**config.mk**
```make
export PLATFORM = sky130hd
export DESIGN_NAME = fixed_point_reciprocal_newton_core
export DESIGN_NICKNAME = d
export VERILOG_FILES = /design/src/rtl/frnc_pkg.sv /design/src/rtl/frnc_mul.sv /design/src/rtl/fixed_point_reciprocal_newton_core.sv
export SDC_FILE = /design/constraint.sdc
export NUM_CORES = 2
export LEC_CHECK = 0
export BUFFER_PORTS_ARGS = -buffer_cell sky130_fd_sc_hd__buf_2
export CAP_MARGIN = 20
export CORE_AREA = 8 8 324 263
export DETAILED_ROUTE_END_ITERATION = 6
export DIE_AREA = 0 0 332 271
export GPL_ROUTABILITY_DRIVEN = 0
export PLACE_DENSITY_LB_ADDON = 0.15
export REMOVE_ABC_BUFFERS = 1
export SYNTH_ARGS = -nofsm -noshare
export SYNTH_HDL_FRONTEND = slang
export SYNTH_SLANG_ARGS = --single-unit
```
**constraint.sdc**
```tcl
create_clock -name clock -period 18.3 [get_ports clock]
set_input_delay 0.915 -clock clock [delete_from_list [all_inputs] [get_ports clock]]
set_output_delay 0.915 -clock clock [all_outputs]
set_load 0.01 [all_outputs]
```
**src/rtl/frnc_pkg.sv**
```systemverilog
`default_nettype none
package frnc_pkg;

   // Internal word width and defaults
   localparam int DATA_WIDTH        = 32;
   localparam int FRAC_BITS_DEFAULT = 16;
   localparam int LIMIT_WIDTH       = 6;
   localparam int LEAD_WIDTH        = $clog2(DATA_WIDTH);

   localparam logic [LIMIT_WIDTH-1:0] ITER_LIMIT_RESET = LIMIT_WIDTH'(8);

   typedef logic signed [DATA_WIDTH-1:0]   word_type;
   typedef logic signed [DATA_WIDTH:0]     sum_type;
   typedef logic signed [2*DATA_WIDTH-1:0] wide_type;

   localparam word_type WORD_MAX = word_type'({1'b0, {(DATA_WIDTH-1){1'b1}}});
   localparam word_type WORD_MIN = word_type'({1'b1, {(DATA_WIDTH-1){1'b0}}});

   // Saturate a double-width value to the word range
   function automatic word_type clamp_wide(input wide_type a);
      word_type r;
      r = a[DATA_WIDTH-1:0];
      if (!a[2*DATA_WIDTH-1] && (|a[2*DATA_WIDTH-2:DATA_WIDTH-1])) begin
         r = WORD_MAX;
      end else if (a[2*DATA_WIDTH-1] && !(&a[2*DATA_WIDTH-2:DATA_WIDTH-1])) begin
         r = WORD_MIN;
      end
      return r;
   endfunction

   // Saturate a one-bit-grown sum to the word range
   function automatic word_type clamp_sum(input sum_type s);
      word_type r;
      r = s[DATA_WIDTH-1:0];
      if (s[DATA_WIDTH] != s[DATA_WIDTH-1]) begin
         r = s[DATA_WIDTH] ? WORD_MIN : WORD_MAX;
      end
      return r;
   endfunction

   function automatic word_type sat_add(input word_type a, input word_type b);
      sum_type s;
      s = sum_type'(a) + sum_type'(b);
      return clamp_sum(s);
   endfunction

   function automatic word_type sat_sub(input word_type a, input word_type b);
      sum_type s;
      s = sum_type'(a) - sum_type'(b);
      return clamp_sum(s);
   endfunction

   function automatic word_type sat_neg(input word_type a);
      word_type r;
      r = (a == WORD_MIN) ? WORD_MAX : -a;
      return r;
   endfunction

   // Position of the leading one; zero input gives zero
   function automatic logic [LEAD_WIDTH-1:0] lead_one(input word_type a);
      logic [LEAD_WIDTH-1:0] pos;
      pos = '0;
      for (int i = 0; i < DATA_WIDTH; i++) begin
         if (a[i]) begin
            pos = LEAD_WIDTH'(i);
         end
      end
      return pos;
   endfunction

endpackage
`default_nettype wire

```
**src/rtl/frnc_mul.sv**
```systemverilog
`default_nettype none
module frnc_mul
   import frnc_pkg::*;
(
   input  wire logic     clock,
   input  wire logic     mul_enable,
   input  wire word_type op_a,
   input  wire word_type op_b,
   output wide_type      product_ff
);

   wide_type product_in;

   // Full signed product, registered
   assign product_in = wide_type'(op_a) * wide_type'(op_b);

   always_ff @(posedge clock) begin
      if (mul_enable) begin
         product_ff <= product_in;
      end
   end

endmodule
`default_nettype wire

```
**src/rtl/fixed_point_reciprocal_newton_core.sv**
```systemverilog
// Fixed-point reciprocal by Newton-Raphson refinement.
// Input channel req_valid/req_ready carries req_divisor, a signed value with
// FRAC_BITS fraction bits. Result channel rsp_valid/rsp_ready carries
// rsp_reciprocal (same format) and rsp_divide_by_zero.
// csr_write_enable/csr_write_data set the iteration limit (reset value 8);
// write it only while the core is idle.
// Each item: the magnitude is taken in the accepting cycle, then the SEED state
// seeds the guess from the leading-one position, each Newton step runs through
// MUL1, SUB, MUL2 and ADD on the one shared 32x32 multiplier (d*x, error, x*e,
// update), and the FINISH state applies the sign and loads the output register.
// A zero divisor goes from the accepting cycle straight to FINISH. The
// multiplier loop sets the rate: one item at a time, and a new item is accepted
// only after the last one has left FINISH.
// req_ready is high only when the sequencer is idle. The output register holds
// a finished item while rsp_ready is low; the next item may be accepted and
// computed meanwhile, and it waits in the last step until the register frees.
// Reset (synchronous, active high) drops any item in flight, clears rsp_valid
// and restores the iteration limit.
`default_nettype none
module fixed_point_reciprocal_newton_core
   import frnc_pkg::*;
#(
   parameter int FRAC_BITS = FRAC_BITS_DEFAULT
)
(
   input  wire logic                   clock,
   input  wire logic                   reset,
   input  wire logic                   req_valid,
   output logic                        req_ready,
   input  wire logic signed [31:0]     req_divisor,
   output logic                        rsp_valid,
   input  wire logic                   rsp_ready,
   output logic signed [31:0]          rsp_reciprocal,
   output logic                        rsp_divide_by_zero,
   input  wire logic                   csr_write_enable,
   input  wire logic [LIMIT_WIDTH-1:0] csr_write_data
);

   localparam word_type ONE = word_type'(1) << FRAC_BITS;

   typedef enum logic [6:0] {
      ST_IDLE   = 7'b0000001,
      ST_SEED   = 7'b0000010,
      ST_MUL1   = 7'b0000100,
      ST_SUB    = 7'b0001000,
      ST_MUL2   = 7'b0010000,
      ST_ADD    = 7'b0100000,
      ST_FINISH = 7'b1000000
   } state_type;

   state_type              state_ff, state_in;
   logic [LIMIT_WIDTH-1:0] limit_ff;
   logic [LIMIT_WIDTH-1:0] count_ff, count_in;
   word_type               d_ff, d_in;
   word_type               x0_ff, x0_in;
   word_type               x1_ff, x1_in;
   word_type               y_ff, y_in;
   logic                   neg_ff, neg_in;
   logic                   dz_ff, dz_in;
   logic                   rsp_valid_ff, rsp_valid_in;
   word_type               rsp_value_ff, rsp_value_in;
   logic                   rsp_dz_ff, rsp_dz_in;

   word_type               in_word;
   word_type               mul_a, mul_b;
   logic                   mul_enable;
   wide_type               product_ff;
   word_type               product_sat;
   word_type               corr;
   word_type               x_next;
   logic [LIMIT_WIDTH:0]   iter_next;
   logic [LEAD_WIDTH-1:0]  lead;
   logic signed [7:0]      seed_exp;
   word_type               seed;
   logic                   out_free;

   // Shared multiplier
   assign mul_enable = (state_ff == ST_MUL1) || (state_ff == ST_MUL2);
   assign mul_a      = (state_ff == ST_MUL1) ? d_ff : x0_ff;
   assign mul_b      = (state_ff == ST_MUL1) ? x0_ff : y_ff;

   frnc_mul u_mul (
      .clock      (clock),
      .mul_enable (mul_enable),
      .op_a       (mul_a),
      .op_b       (mul_b),
      .product_ff (product_ff)
   );

   // Floor shift of the product back to the word format
   assign product_sat = clamp_wide(product_ff >>> FRAC_BITS);
   assign corr        = product_sat;
   assign x_next      = sat_add(x0_ff, corr);
   assign iter_next   = {1'b0, count_ff} + (LIMIT_WIDTH+1)'(1);

   // Seed guess 2^(2F-b-1) from the leading one of the magnitude
   assign lead     = lead_one(d_ff);
   assign seed_exp = 8'(2 * FRAC_BITS - 1) - 8'(lead);

   always_comb begin
      if (seed_exp < 0) begin
         seed = '0;
      end else if (seed_exp >= 8'(DATA_WIDTH - 1)) begin
         seed = WORD_MAX;
      end else begin
         seed = word_type'(1) << seed_exp[LEAD_WIDTH-1:0];
      end
   end

   assign in_word  = word_type'(req_divisor);
   assign out_free = !rsp_valid_ff || rsp_ready;

   // Sequencer
   always_comb begin
      state_in     = state_ff;
      count_in     = count_ff;
      d_in         = d_ff;
      x0_in        = x0_ff;
      x1_in        = x1_ff;
      y_in         = y_ff;
      neg_in       = neg_ff;
      dz_in        = dz_ff;
      rsp_valid_in = rsp_valid_ff;
      rsp_value_in = rsp_value_ff;
      rsp_dz_in    = rsp_dz_ff;

      // Drop the output item once taken
      if (rsp_valid_ff && rsp_ready) begin
         rsp_valid_in = 1'b0;
      end

      unique case (state_ff)
         ST_IDLE: begin
            if (req_valid) begin
               neg_in = in_word[DATA_WIDTH-1];
               if (in_word == '0) begin
                  dz_in    = 1'b1;
                  neg_in   = 1'b0;
                  x1_in    = WORD_MAX;
                  state_in = ST_FINISH;
               end else begin
                  dz_in    = 1'b0;
                  d_in     = (in_word == WORD_MIN) ? WORD_MAX :
                             (in_word[DATA_WIDTH-1] ? -in_word : in_word);
                  state_in = ST_SEED;
               end
            end
         end
         ST_SEED: begin
            x0_in    = seed;
            count_in = '0;
            if (limit_ff == '0) begin
               x1_in    = '0;
               state_in = ST_FINISH;
            end else begin
               state_in = ST_MUL1;
            end
         end
         ST_MUL1: begin
            state_in = ST_SUB;
         end
         ST_SUB: begin
            // Error term e = one - d*x
            y_in     = sat_sub(ONE, product_sat);
            state_in = ST_MUL2;
         end
         ST_MUL2: begin
            state_in = ST_ADD;
         end
         ST_ADD: begin
            // Update x, stop on a zero error or correction or at the limit
            x1_in    = x_next;
            x0_in    = x_next;
            count_in = iter_next[LIMIT_WIDTH-1:0];
            if ((y_ff == '0) || (corr == '0) || (iter_next == {1'b0, limit_ff})) begin
               state_in = ST_FINISH;
            end else begin
               state_in = ST_MUL1;
            end
         end
         ST_FINISH: begin
            // Apply the sign and load the output register when free
            if (out_free) begin
               rsp_valid_in = 1'b1;
               rsp_value_in = neg_ff ? sat_neg(x1_ff) : x1_ff;
               rsp_dz_in    = dz_ff;
               state_in     = ST_IDLE;
            end
         end
         default: begin
            state_in = ST_IDLE;
         end
      endcase
   end

   // Control registers
   always_ff @(posedge clock) begin
      if (reset) begin
         state_ff     <= ST_IDLE;
         rsp_valid_ff <= 1'b0;
         limit_ff     <= ITER_LIMIT_RESET;
      end else begin
         state_ff     <= state_in;
         rsp_valid_ff <= rsp_valid_in;
         if (csr_write_enable) begin
            limit_ff <= csr_write_data;
         end
      end
   end

   // Datapath registers
   always_ff @(posedge clock) begin
      count_ff     <= count_in;
      d_ff         <= d_in;
      x0_ff        <= x0_in;
      x1_ff        <= x1_in;
      y_ff         <= y_in;
      neg_ff       <= neg_in;
      dz_ff        <= dz_in;
      rsp_value_ff <= rsp_value_in;
      rsp_dz_ff    <= rsp_dz_in;
   end

   assign req_ready          = (state_ff == ST_IDLE);
   assign rsp_valid          = rsp_valid_ff;
   assign rsp_reciprocal     = rsp_value_ff;
   assign rsp_divide_by_zero = rsp_dz_ff;

endmodule
`default_nettype wire

```
==> results <==
- The type of the most critical hold path is flip-flop to flip-flop.
- The average wire length per cell after detail routing is 22.87 µm.
- The die outline width is 332 µm.
- The total number of clock tree sinks is 231.
- The signal arrival time at the worst endpoint is 11.25 ns.
- The required time at the endpoint of the critical path is 18.61 ns.
- In this run the worst path has a maximum fanout of 51.
- The final-report setup violation count is 0.
- Across the run, the number of max-cap violations was 0.
- The post-synthesis share of cell area spent on and, or, nand and nor gates is 0.1506.
- The clock-pin transition on the worst setup and hold timing paths is 0.06 ns.
- In this run the number of H-tree levels came out at 1.
- The classification of the worst setup path is flip-flop to flip-flop.
- The signed area change from the synthesized netlist to the final layout is 5.820%.
- The DRC marker count from the first detailed-route iteration is 3912.
- STA classifies the critical path startpoint as a flip-flop.
- After floorplanning, the core was divided into 93 placement rows.
- The mapped cell area is 48330 µm².
- The first detailed-routing pass ran for 6 iterations.
- The most used cell along the critical path is fa_1.
- The count of state elements after synthesis is 231.
- The ratio of routed vias to standard cells is 5.873.
- The detailed-placement wirelength estimate is 117700 µm.
- The synthesized design contains 217 enable-type register cells.
- For the worst-skew pair, the clock arrives at the later sink with an insertion delay of 0.57 ns.
- The net count of the finished layout is 6585.
- The final hold violation count is 0.
- The final critical path time including I/O delays and setup is 10.93 ns.
- For the final database, setup skew stands at 0.03563 ns.
- The run finished with clean final reports.
- No sink is reached through more buffers than the 3 on the longest clock path.
- The sequential cell area fraction in the yosys report is 0.1406.
- The I/O pin total is 78.
- The number of gates given a new drive strength after cts is 0.
- The overall die height is 271 µm.
- Of the available clock period, the critical path in the final layout requires 0.5973.
- Of the total synthesized cell area, the portion taken by XOR and XNOR cells is 0.03244.
- The final-report max-slew violation count came to 0.
- The number of antenna violations at the first check in global routing is 2.
- The initial utilization of the core area, before any placement, comes to 0.6055.
- The standard cell with the maximum stage delay on the critical path is a21boi_0.
- The first-pass GRT wire length is 227500 µm.
- The most used flip-flop cell after synthesis is edfxtp_1.
- The slew of the pin with the lowest slew margin is 1.247 ns.
- The synthesized-area fraction occupied by adder cells is 0.5045.
- The netlist uses 79 different library cells.
- The delay of the slowest cell on the worst path is 0.80 ns.
- The area share of the largest cell type after synthesis is 0.4482.
- The count of antenna-violating nets left after detailed routing is 0.
- A synthesized cell averages 9.215 µm².
- For this design, the CTS-stage hold fixing added 0 buffers.
- The number of vias after detailed routing is 37080.
- By area, the combinational part of the netlist is dominated by adder cells.
- The post-route DRC violation count is 0.
- The port buffer count is 77.
- The area enclosed by the die boundary is 89970 µm².
- Setup total negative slack on the finished layout was measured at 0 ns.
- Of the post-synthesis cell area, the part taken by muxes is 0.01543.
- Counting the buffers created by CTS gives 26.
- In the synthesized netlist the async set-or-reset flop fraction comes to 0.
- The count of synthesis-stage warnings from yosys is 0.
- After detailed routing, the total wire length is 144400 µm.
- The number of buffers inserted by post-CTS setup repair is 0.
- The total global routing overflow is 0.
- In the post-synthesis netlist, the biggest area contributors are fa_1 (45%), edfxtp_1 (13%), inv_1 (7.9%).
- fa_1 takes more of the synthesized area than any other cell.
- The cell sitting at the root of the clock tree is a clkbuf_16.
- After floorplanning, the core was sized to cover 79820 µm².
- TritonCTS built the clock tree.
- The headroom to the max-slew limit is 0.1685.
- The via count of the first global-routing pass is 38610.
- Setup repair after global routing left no endpoint under its margin.
- After technology mapping, the gate count stands at 5245.
- For this run, the total global-route usage over all layers was measured as 0.3270.
- The ratio of cells with drive above 1 in the final layout is 0.05758.
- The highest attainable clock frequency is 0.09148 GHz.
- The share of the synthesized area in compound gates (AO/OA/AOI/OAI) was 0.06050.
- The sort of element at the end of the critical path is a flip-flop.
- The pin count of the biggest net entering global routing is 54.
==> worst max-delay path, delay by kind of cell (launching register included) <==
kind	cells	cell delay (ns)
adders and majority gates	9	4.43
AOI/OAI and AO/OA	8	2.63
and+or+nand+nor	6	2.23
buffers and inverters	4	0.86
DFF	1	0.35
xor gates and xnor gates	1	0.11
==> area by class of cell <==
class                           count  area, µm²
Antenna cell                        6      15.01
Fill cell                        6714      28680
Clock buffer                       38      778.2
Tap cell                         1045       1308
Sequential cell                   231       6797
Inverter                         1021       3832
Clock inverter                      8      78.83
Multi-Input combinational cell   3781      37130
Timing Repair Buffer              183       1209
==> routing by layer <==
| metal | wire, µm | vias to the layer above | global-route usage |
|---|---|---|---|
| li1 | - | 16010 | - |
| met1 | 56950 | 18640 | 0.4595 |
| met2 | 60400 | 2123 | 0.4720 |
| met3 | 21470 | 310 | 0.1222 |
| met4 | 5572 | 0 | 0.1012 |
| met5 | 0 | - | 0 |
==> state kept, by name, summed over array words and instances (netlist names), 6 cells and up <==
register and flops:
count_ff 6, d_ff 32, limit_ff 6, rsp_reciprocal 32, state_ff 7, u_mul.product_ff 48, x0_ff 32, x1_ff 32
y_ff 32
==> layout by cell type (no fill, tap or decap), types with 24 or more instances in the layout <==
| cell | count |
|---|---|
| o31ai_1 | 25 |
| nor4_1 | 36 |
| o21ai_0 | 128 |
| inv_1 | 1020 |
| buf_4 | 103 |
| edfxtp_1 | 217 |
| xnor2_1 | 88 |
| a21o_1 | 47 |
| nand2_1 | 879 |
| a21oi_1 | 121 |
| nor3_1 | 31 |
| fa_1 | 1082 |
| nor2_1 | 630 |
| mux2i_1 | 31 |
| buf_2 | 77 |
| clkbuf_16 | 28 |
| nand3_1 | 48 |
| mux2i_2 | 24 |
| xor2_1 | 91 |
| ha_1 | 216 |
==> per-stage QoR <==
step	area, µm²	instances	util	hold slack [ns]	setup WS (ns)
after global routing	51130	6307	0.6405	0.4438	6.959
final	51140	6313	0.6407	0.4439	7.369
after global placement	50210	6257	0.6291	0.4293	7.494
after floorplan	47530	5033	-	0.4003	6.007
after CTS	51090	6305	0.6401	0.4486	7.628
after detailed placement	50240	6259	0.6293	0.4347	7.700
==> Yosys cell counts, drive strengths merged, types with 23 or more instances <==
library cell,n
fa,1082
inv,1020
nand2,884
nor2,631
edfxtp,217
ha,216
clkbuf,191
o21ai,129
a21oi,125
xor2,91
xnor2,88
mux2i,61
a21o,48
nand3,48
nor4,38
nor3,31
o31ai,25
nand4,23
==> kinds of logic after synthesis <==
kind of cell	after synthesis
AO/OA/AOI/OAI	456
XOR/XNOR	179
adder cells (fa/ha/maj)	1300
buffers and inverters	1233
flip-flops	231
multiplexers	73
AND/OR/NAND/NOR	1773
==> path summary, 6_finish.rpt <==
check / slack (ns) / endpoint / cells past startpoint / startpoint
setup / recovery: 7.37 / u_mul.product_ff[45]$_DFFE_PP_ / 28 / state_ff[6]$_SDFFE_PP0P_
hold / removal: 0.44 / rsp_divide_by_zero$_DFFE_PP_ / 0 / dz_ff$_DFFE_PP_
setup reg to reg: 7.37 / u_mul.product_ff[45]$_DFFE_PP_ / 28 / state_ff[6]$_SDFFE_PP0P_
hold reg to reg: 0.44 / rsp_divide_by_zero$_DFFE_PP_ / 0 / dz_ff$_DFFE_PP_
Power is left out: the tool's default activity adds up to more than one toggle a clock period on the data nets, which glitch-free logic cannot reach.
